File: src/rtl/sts_pkg.sv
// ----------------------------------------------------------------------------
// sts_pkg
// Shared types and sizes for the sorted table search block.
// ----------------------------------------------------------------------------
package sts_pkg;

   localparam int TABLE_DEPTH = 32;
   localparam int ADDR_W      = $clog2(TABLE_DEPTH);
   localparam int LEN_W       = 6;
   localparam int VALUE_W     = 32;
   localparam int BOUND_W     = LEN_W + 1;

   typedef enum logic [1:0] {
      ACT_LOAD   = 2'd0,
      ACT_LINEAR = 2'd1,
      ACT_BINARY = 2'd2
   } action_type;

   typedef logic [ADDR_W-1:0]          addr_type;
   typedef logic [LEN_W-1:0]           len_type;
   typedef logic signed [VALUE_W-1:0]  value_type;
   typedef logic signed [BOUND_W-1:0]  bound_type;

endpackage

File: src/rtl/sorted_table_search.sv
// ----------------------------------------------------------------------------
// sorted_table_search
// Table of signed entries with linear and binary search over the first
// table_length entries (at most 32), in one single-port synchronous memory.
// ----------------------------------------------------------------------------
//
//   channel  direction  handshake          carries
//   req_     in         valid / stall      action, entry index/value, key
//   rsp_     out        valid / stall      found, position, final bounds
//   csr_     in         write enable only  table_length
//
// A load writes its entry when accepted and gives no transaction on rsp_.
// A linear search over n entries issues one memory read per cycle and
// compares each registered read result while the next read is issued.
// A binary search runs each probe as a read (ST_PROBE), then a compare
// (ST_CHECK) on the registered read data from the single memory read port.
// Synchronous active-high reset clears control state; table contents are
// undefined until loaded. A stalled result waits in the output register.

module sorted_table_search (
   input  logic                 clock,
   input  logic                 reset,
   input  logic                 req_valid,
   output logic                 req_stall,
   input  logic [1:0]           req_action,
   input  sts_pkg::addr_type    req_entry_index,
   input  sts_pkg::value_type   req_entry_value,
   input  sts_pkg::value_type   req_search_key,
   output logic                 rsp_valid,
   input  logic                 rsp_stall,
   output logic                 rsp_found,
   output sts_pkg::addr_type    rsp_position,
   output sts_pkg::len_type     rsp_final_lower,
   output logic signed [5:0]    rsp_final_upper,
   input  logic                 csr_wr_en,
   input  sts_pkg::len_type     csr_wr_data
);

   import sts_pkg::*;

   typedef enum logic [2:0] {
      ST_IDLE,
      ST_SCAN,
      ST_PROBE,
      ST_CHECK,
      ST_DONE
   } state_type;

   // control registers
   state_type  state_ff,    state_in;
   logic       rsp_valid_ff, rsp_valid_in;
   logic       pend_ff,     pend_in;
   len_type    len_ff,      len_in;

   // datapath registers
   value_type  key_ff,      key_in;
   len_type    cur_ff,      cur_in;
   len_type    n_ff,        n_in;
   addr_type   pend_idx_ff, pend_idx_in;
   addr_type   mid_ff,      mid_in;
   bound_type  lo_ff,       lo_in;
   bound_type  hi_ff,       hi_in;
   logic       mode_ff,     mode_in;
   logic       found_ff,    found_in;
   addr_type   pos_ff,      pos_in;

   logic               rsp_found_ff,  rsp_found_in;
   addr_type           rsp_pos_ff,    rsp_pos_in;
   len_type            rsp_lower_ff,  rsp_lower_in;
   logic signed [5:0]  rsp_upper_ff,  rsp_upper_in;

   // memory
   value_type  mem [TABLE_DEPTH];
   value_type  rd_data_ff;
   logic       mem_we;
   logic       mem_re;
   addr_type   rd_addr;

   logic               req_take;
   len_type            len_used;
   logic signed [7:0]  mid_sum;
   len_type            mid_full;
   logic               out_free;

   assign req_stall = (state_ff != ST_IDLE);
   assign req_take  = req_valid && !req_stall;
   assign len_used  = (len_ff > LEN_W'(TABLE_DEPTH)) ? LEN_W'(TABLE_DEPTH) : len_ff;
   assign mid_sum   = 8'(lo_ff) + 8'(hi_ff);
   assign mid_full  = mid_sum[6:1];
   assign out_free  = !rsp_valid_ff || !rsp_stall;

   always_comb begin
      state_in     = state_ff;
      rsp_valid_in = rsp_valid_ff && rsp_stall;
      pend_in      = pend_ff;
      len_in       = csr_wr_en ? csr_wr_data : len_ff;
      key_in       = key_ff;
      cur_in       = cur_ff;
      n_in         = n_ff;
      pend_idx_in  = pend_idx_ff;
      mid_in       = mid_ff;
      lo_in        = lo_ff;
      hi_in        = hi_ff;
      mode_in      = mode_ff;
      found_in     = found_ff;
      pos_in       = pos_ff;
      rsp_found_in = rsp_found_ff;
      rsp_pos_in   = rsp_pos_ff;
      rsp_lower_in = rsp_lower_ff;
      rsp_upper_in = rsp_upper_ff;
      mem_we       = 1'b0;
      mem_re       = 1'b0;
      rd_addr      = cur_ff[ADDR_W-1:0];

      unique case (state_ff)
         ST_IDLE: begin
            if (req_take) begin
               key_in   = req_search_key;
               found_in = 1'b0;
               pos_in   = '0;
               case (req_action)
                  ACT_LOAD: begin
                     mem_we = 1'b1;
                  end
                  ACT_LINEAR: begin
                     cur_in   = '0;
                     n_in     = len_used;
                     pend_in  = 1'b0;
                     mode_in  = 1'b0;
                     state_in = ST_SCAN;
                  end
                  ACT_BINARY: begin
                     lo_in    = '0;
                     hi_in    = $signed({1'b0, len_used}) - 7'sd1;
                     mode_in  = 1'b1;
                     state_in = ST_PROBE;
                  end
                  default: begin
                     // drop the unused action
                  end
               endcase
            end
         end
         ST_SCAN: begin
            if (pend_ff && rd_data_ff == key_ff) begin
               found_in = 1'b1;
               pos_in   = pend_idx_ff;
               pend_in  = 1'b0;
               state_in = ST_DONE;
            end else if (cur_ff < n_ff) begin
               // issue the next read while the previous compare runs
               mem_re      = 1'b1;
               rd_addr     = cur_ff[ADDR_W-1:0];
               pend_in     = 1'b1;
               pend_idx_in = cur_ff[ADDR_W-1:0];
               cur_in      = cur_ff + LEN_W'(1);
            end else begin
               pend_in  = 1'b0;
               state_in = ST_DONE;
            end
         end
         ST_PROBE: begin
            if (lo_ff <= hi_ff) begin
               mem_re   = 1'b1;
               rd_addr  = mid_full[ADDR_W-1:0];
               mid_in   = mid_full[ADDR_W-1:0];
               state_in = ST_CHECK;
            end else begin
               state_in = ST_DONE;
            end
         end
         ST_CHECK: begin
            if (rd_data_ff == key_ff) begin
               found_in = 1'b1;
               pos_in   = mid_ff;
               state_in = ST_DONE;
            end else if (key_ff < rd_data_ff) begin
               hi_in    = $signed({2'b00, mid_ff}) - 7'sd1;
               state_in = ST_PROBE;
            end else begin
               lo_in    = $signed({2'b00, mid_ff}) + 7'sd1;
               state_in = ST_PROBE;
            end
         end
         ST_DONE: begin
            // hold until the output register is free
            if (out_free) begin
               rsp_valid_in = 1'b1;
               rsp_found_in = found_ff;
               rsp_pos_in   = pos_ff;
               rsp_lower_in = mode_ff ? lo_ff[5:0] : '0;
               rsp_upper_in = mode_ff ? hi_ff[5:0] : '0;
               state_in     = ST_IDLE;
            end
         end
         default: begin
            state_in = ST_IDLE;
         end
      endcase
   end

   always_ff @(posedge clock) begin
      if (reset) begin
         state_ff     <= ST_IDLE;
         rsp_valid_ff <= 1'b0;
         pend_ff      <= 1'b0;
         len_ff       <= '0;
      end else begin
         state_ff     <= state_in;
         rsp_valid_ff <= rsp_valid_in;
         pend_ff      <= pend_in;
         len_ff       <= len_in;
      end
   end

   always_ff @(posedge clock) begin
      key_ff       <= key_in;
      cur_ff       <= cur_in;
      n_ff         <= n_in;
      pend_idx_ff  <= pend_idx_in;
      mid_ff       <= mid_in;
      lo_ff        <= lo_in;
      hi_ff        <= hi_in;
      mode_ff      <= mode_in;
      found_ff     <= found_in;
      pos_ff       <= pos_in;
      rsp_found_ff <= rsp_found_in;
      rsp_pos_ff   <= rsp_pos_in;
      rsp_lower_ff <= rsp_lower_in;
      rsp_upper_ff <= rsp_upper_in;
   end

   always_ff @(posedge clock) begin
      if (mem_we) begin
         mem[req_entry_index] <= req_entry_value;
      end
      if (mem_re) begin
         rd_data_ff <= mem[rd_addr];
      end
   end

   assign rsp_valid       = rsp_valid_ff;
   assign rsp_found       = rsp_found_ff;
   assign rsp_position    = rsp_pos_ff;
   assign rsp_final_lower = rsp_lower_ff;
   assign rsp_final_upper = rsp_upper_ff;

   a_check_after_probe: assert property (@(posedge clock) disable iff (reset)
      state_ff == ST_CHECK |-> $past(state_ff) == ST_PROBE)
      else $error("compare state entered without a probe read");

   a_rsp_from_done: assert property (@(posedge clock) disable iff (reset)
      $rose(rsp_valid_ff) |-> $past(state_ff) == ST_DONE)
      else $error("result presented without a finished search");

   a_bounds_order: assert property (@(posedge clock) disable iff (reset)
      state_ff == ST_PROBE |-> lo_ff <= hi_ff + 7'sd1)
      else $error("binary search bounds crossed by more than one");

   a_pend_in_scan: assert property (@(posedge clock) disable iff (reset)
      pend_ff |-> state_ff == ST_SCAN)
      else $error("pending scan read outside a linear search");

endmodule

File: config.mk
export PLATFORM = sky130hd
export DESIGN_NAME = sorted_table_search
export DESIGN_NICKNAME = d
export VERILOG_FILES = /design/src/rtl/sts_pkg.sv /design/src/rtl/sorted_table_search.sv
export SDC_FILE = /design/constraint.sdc
export NUM_CORES = 1
export LEC_CHECK = 0
export BUFFER_PORTS_ARGS = -buffer_cell sky130_fd_sc_hd__buf_2
export CORE_AREA = 5 5 287 289
export DETAILED_ROUTE_END_ITERATION = 12
export DIE_AREA = 0 0 292 294
export GPL_TIMING_DRIVEN = 0
export PLACE_DENSITY_LB_ADDON = 0.1
export SLEW_MARGIN = 5
export SYNTH_ARGS = -nofsm -noshare
export SYNTH_HDL_FRONTEND = slang
export SYNTH_SLANG_ARGS = --single-unit
File: constraint.sdc
create_clock -name clock -period 7.2 [get_ports clock]
set_input_delay 1.44 -clock clock [delete_from_list [all_inputs] [get_ports clock]]
set_output_delay 1.44 -clock clock [all_outputs]
set_load 0.01 [all_outputs]
=== After elaboration in Yosys (flattened, before gate mapping) ===
Memories as Yosys holds them, arrays and structs flattened. A register that Yosys moved wholly into a read port is not among the register bits.
Index checks and enable logic that the tools add are counted.

* Register bits after elaboration: 104
* Memory bits (writable): 1024
* Input port bits: 82
* Output and inout port bits: 20
* Logic and storage cells: 124
* Memories: 1

* $add $sub $neg: 5
* Order comparisons: 4
* Equality and inequality tests: 20
* Multiplexer cells: 49
* Bitwise logic cells: 1
* Reductions and logical operators: 26

{| class="wikitable"
|+ Memory list
! memory !! depth !! bits a word !! read ports !! clocked after Yosys merged registers in !! write ports !! RTL line !! source
|-
| mem || 32 || 32 || 1 || 1 || 1 || sorted_table_search.sv:73 || <nowiki>value_type mem [TABLE_DEPTH];</nowiki>
|}

{| class="wikitable"
|+ Operator list
! cell !! count
|-
| 7-bit two-way mux || 8
|-
| 32-bit == test || 1
|-
| 32-bit < comparator || 1
|-
| 6-bit two-way mux || 5
|-
| 7-bit case mux with 2 select lines || 2
|-
| 5-bit two-way mux || 5
|-
| 3-bit two-way mux || 6
|-
| 2-bit inequality test (second input constant) || 9
|-
| 1-bit two-way mux || 15
|-
| 3-bit case mux with 5 select lines || 1
|-
| 5-bit case mux with 3 select lines || 1
|-
| 5-bit AND reduction || 3
|-
| 6-bit case mux with 2 select lines || 1
|-
| 3-bit AND reduction || 4
|-
| 4-bit AND reduction || 2
|-
| 7-bit less-or-equal comparator || 1
|-
| 6-bit by 1-bit subtractor with 7-bit output (second input constant) || 1
|-
| 5-bit by 1-bit adder with 6-bit output (second input constant) || 1
|-
| 6-bit by 1-bit adder with 6-bit output (second input constant) || 1
|-
| 6-bit adder || 1
|-
| 3-bit by 2-bit == test with 1-bit output (second input constant) || 2
|-
| 6-bit greater-than comparator (second input constant) || 1
|-
| 6-bit < comparator || 1
|-
| 1-bit case mux with 2 select lines || 3
|-
| other kinds (19) || 29
|}

=== Logic depth before layout (Yosys ltp) ===
* Depth in word-level cells: 7
* Gate-level depth with buffers: 15

=== Least setup slack after synthesis ===
No wires, ideal clock.

* Kind: input -> register
* Start point: input req_valid
* End point: memory mem[24][0] in the netlist's numbering, enable pin
* Arrival: 4.401 ns
* Required time: 6.779 ns
* Setup slack: 2.378 ns
* Stages: 6
* Path buffers: 1
* Cell sequence: and2_1 -> clkbuf_1 -> nand2_1 -> nor2_1 -> nand3_1 -> nor2_1

* Longest elaborated chain between the ends: 5

{| class="wikitable"
|+ Ends and longest elaborated chain
! what !! RTL line !! source
|-
| start: declaration || sorted_table_search.sv:23 || <nowiki>input logic req_valid,</nowiki>
|-
| 1-bit logical AND || sorted_table_search.sv:86 || <nowiki>assign req_take = req_valid && !req_stall;</nowiki>
|-
| 1-bit two-way mux || sorted_table_search.sv:117 || <nowiki>if (req_take) begin</nowiki>
|-
| 1-bit two-way mux || sorted_table_search.sv:115 || <nowiki>unique case (state_ff)</nowiki>
|-
| 1-bit two-way mux || sorted_table_search.sv:234 || <nowiki>if (mem_we) begin</nowiki>
|-
| 1-bit two-way mux (implied by the code) || sorted_table_search.sv:235 || <nowiki>mem[req_entry_index] <= req_entry_value;</nowiki>
|-
| end: declaration || sorted_table_search.sv:73 ||
|}

No other way between the ends.

=== Final worst setup path ===
* Start point: register lo_ff[5]
* End point: register rd_data_ff[12] (read register of mem), data pin

* Longest elaborated chain between the ends: 3

{| class="wikitable"
|+ Ends and longest elaborated chain
! what !! RTL line !! source
|-
| start: declaration || sorted_table_search.sv:61 || <nowiki>bound_type lo_ff, lo_in;</nowiki>
|-
| start signal: assignment || sorted_table_search.sv:222 || <nowiki>lo_ff <= lo_in;</nowiki>
|-
| 7-bit less-or-equal comparator or 6-bit adder (tied branches) || sorted_table_search.sv:163, sorted_table_search.sv:88 ||
|-
| 1-bit two-way mux or 5-bit two-way mux (tied branches) || sorted_table_search.sv:163 || <nowiki>if (lo_ff <= hi_ff) begin</nowiki>
|-
| 1-bit case mux with 2 select lines or 5-bit two-way mux (tied branches) || -- ||
|-
| end: declaration || sorted_table_search.sv:74 || <nowiki>value_type rd_data_ff;</nowiki>
|}

Parallel ways exist; a longest one is shown, timed or not.
A chain may end at the register's enable or synchronous reset.

==> metrics.csv <==
stage,metric,value,unit
status,status,finished clean,
yosys,post-synthesis instance area,0.0474,mm2
place,dpl cells,3813,
yosys,Syn Area/Cell,18.1,um2
detailed_routing,WL/cell,28.9,um
place,Buffers on Ports,99,
finish,P&R area growth vs syn,13.9,%
finish,final net count,3007,
power_and_ir_drop,Reg power frac,49.8,%
finish,"commonest non-fill, non-tap cell in the layout",edfxtp_1,
yosys,"Seq/Total Area, Yosys",73.2,%
sta,Final Cycle Share,80.7,%
sta,fmax,0.172,GHz
global_route,global-route wire length before repair,168000,um
sta,clk_skew,19.7,ps
floorplan,Die Y,294,um
sta,Final min period,5810,ps
worst_setup_path,most frequent CP cell,nand2_1,
detailed_routing,DRT antenna net count,0,
run,max_cap viols,0,
sta,max-slew violation count,0,
min_path,Hold Crit Class,reg2reg,
finish,share of layout cells above drive strength 1,19.3,%
sta,Fin. Hold Viols,0,
power_and_ir_drop,Net Sw Frac,23.1,%
yosys,post-synth top area cell,edfxtp_1,
floorplan,core area,0.0796,mm2
min_path,hold path depth,0,
sta,RSZ-0062 raised after global routing,no,
power_and_ir_drop,combinational share of power,11.1,%
floorplan,total die area,0.0858,mm2
yosys,syn_nets,2757,
floorplan,FP Rows,104,
sta,PnR worst setup slack,1390,ps
detailed_routing,drt first pass iters,5,
yosys,Async SR Flop Fraction,0,%
clock_tree,Clock Sinks,1159,
power_and_ir_drop,power density cells,282,mW/mm2
yosys,Yosys warning count,0,
detailed_routing,Via density,6.18,
finish,area taken by flip-flops and latches,0.0347,mm2
power_and_ir_drop,Net Sw Power,3.52,mW
finish,post-layout util,67.7,%
clock_tree,"Hold-fix buffers, CTS",0,
worst_setup_path,crit start category,flop,
floorplan,Initial Utilization,59.5,%
worst_setup_path,CP Class,reg2reg,
worst_setup_path,critical path required time,7580,ps
yosys,#FFs+latches synth,1159,
global_route,largest net degree at the start of global routing,33,
global_route,antenna violations before repair,10,
yosys,top cell type's share of synthesized area,72.8,%
power_and_ir_drop,Clock power frac,39.1,%
clock_tree,root buf cell,clkbuf_16,
power_and_ir_drop,maximum vdd ir drop,0.217,mV
power_and_ir_drop,Pint,11.7,mW
worst_setup_path,Crit-path slowest cell,mux2i_1,
clock_tree,CTS resizes,0,
sta,# setup viols final,0,
clock_tree,CTS tree,done,
clock_tree,clock-pin slew on the worst setup and hold paths,60,ps
yosys,top post-synthesis cells by area,"edfxtp_1, mux2i_1, mux2_2",
place,dpl ws,1530,ps
finish,area taken by multi-input logic gates,0.0119,mm2
power_and_ir_drop,Leak,19.0,nW
finish,most frequent cells in the layout,"edfxtp_1, mux2i_1, mux2_2, buf_2, clkbuf_16",
clock_tree,"Clk Latency, worst-skew pair",680,ps
worst_setup_path,Worst EP arrival,6200,ps
clock_tree,CTS Buf Count,114,
clock_tree,clock tree buffer depth,3,
yosys,Post-synth EDFFs,1148,
floorplan,IO Pins,102,
finish,Post-Layout Cell Count,4030,
place,final estimated routing congestion in global placement,0.880,
sta,Slew HR,16.0,%
sta,Slew @ Worst Pin,1250,ps
finish,number of fill cells,5265,
clock_tree,postcts setup bufs,0,
power_and_ir_drop,Power Total,15.2,mW
global_route,GRT Total Usage,26.8,%
sta,worst hold slack,420,ps
worst_setup_path,worst-path cell chain,ha_1 -> a211oi_1 -> nand2_1 -> o21ai_0 -> nand2_1 -> inv_2 -> mux2i_1 -> buf_2 -> clkbuf_1 -> mux2_2 -> a22o_1 -> nor4_2,
global_route,global route total overflow,0,
worst_setup_path,reg2reg path depth,12,
worst_setup_path,crit-path max FO,11,
detailed_routing,final WL,117000,um
detailed_routing,drt drc,0,
yosys,post-synth cell types,57,
floorplan,die width,292,um
clock_tree,htree depth,3,
yosys,gate count of the mapped netlist,2619,
global_route,vias in the first global route,25300,
detailed_routing,via count,24900,
worst_setup_path,crit path capture type,flop,
detailed_routing,First DRT Iteration DRCs,2463,
worst_setup_path,Crit path largest cell delay,950,ps
yosys,dominant synthesized flop cell,edfxtp_1,
place,dpl hpwl,79500,um
## power by group through the flow
stage | logic (mW) | registers (mW) | clock network, mW
floorplan | 1.08 | 7.70 | 0
global placement | 1.61 | 7.72 | 0
detailed placement | 1.67 | 7.71 | 0
CTS | 1.68 | 7.57 | 6.01
global route | 1.77 | 7.57 | 6.32
finish | 1.69 | 7.57 | 5.95
## stage by stage
stage               area [um2]  setup TNS, ps
floorplan                47400              0
global placement         49200        -245090
detailed placement       50100              0
CTS                      53900              0
global route             53900              0
finish                   53900              0
## worst paths after layout
path	startpoint	end	slack (ps)
max	lo_ff[5]	rd_data_ff[12]	1390
min	pos_ff[1]	rsp_position[1]	420
max reg2reg	lo_ff[5]	rd_data_ff[12]	1390
min reg2reg	pos_ff[1]	rsp_position[1]	420
## registers in the layout (all words and copies together) (netlist names), 6 cells and up
register         count
cur_ff               6
lo_ff                6
n_ff                 6
key_ff              32
hi_ff                7
rsp_final_lower      6
rd_data_ff          32
mem               1024
rsp_final_upper      6
len_ff               6
## critical path, delay by kind of cell, from the launching register on
kind | cells | cell delay [ps]
mux | 2 | 1380
fa+ha+maj | 1 | 390
compound gates | 3 | 900
buf+inv | 3 | 1550
simple gates | 3 | 880
flops | 1 | 420
## final cells by class
type | instances | area share, %
Clock buffer | 135 | 5.51
Tap cell | 1060 | 2.46
Timing Repair Buffer | 134 | 2.23
Buffer | 125 | 1.56
Inverter | 60 | 0.417
Clock inverter | 80 | 1.52
Multi-Input combinational cell | 1275 | 22.0
Sequential cell | 1159 | 64.3
Antenna cell | 2 | 0.00928
## routing by layer
metal	GRT usage, %	up-vias	routed length (um)
li1	-	10900	-
met1	37.8	12800	48600
met2	44.2	1007	55900
met3	4.01	228	8060
met4	8.22	4	3850
met5	0	-	24
## cell usage after synthesis (10+ instances only)
cell type / count
edfxtp_1: 1148
mux2i_1: 653
mux2_2: 131
nor2_1: 72
a22o_1: 64
o22ai_1: 64
inv_1: 59
ha_1: 55
buf_6: 37
clkbuf_1: 35
nor4_2: 32
nand2_1: 22
a21oi_1: 21
buf_4: 19
buf_1: 17
buf_2: 17
nand3_1: 16
nor3_1: 16
and2_1: 14
o21ai_0: 13
a21o_1: 11
dfxtp_1: 11
nand2b_1: 11
xnor2_1: 10
## cells by family (layout without fill, tap and decap cells)
| group | after synthesis | count (layout) | synth area share, % |
|---|---|---|---|
| flops | 1159 | 1159 | 73.2 |
| mux | 784 | 784 | 16.9 |
| simple gates | 221 | 221 | 2.82 |
| compound gates | 198 | 198 | 2.98 |
| buf+inv | 185 | 534 | 2.25 |
| fa+ha+maj | 56 | 56 | 1.50 |
| xor+xnor | 16 | 16 | 0.296 |
| other cells | 0 | 2 | 0 |
Note: power is estimated with default switching activity, not from simulation.
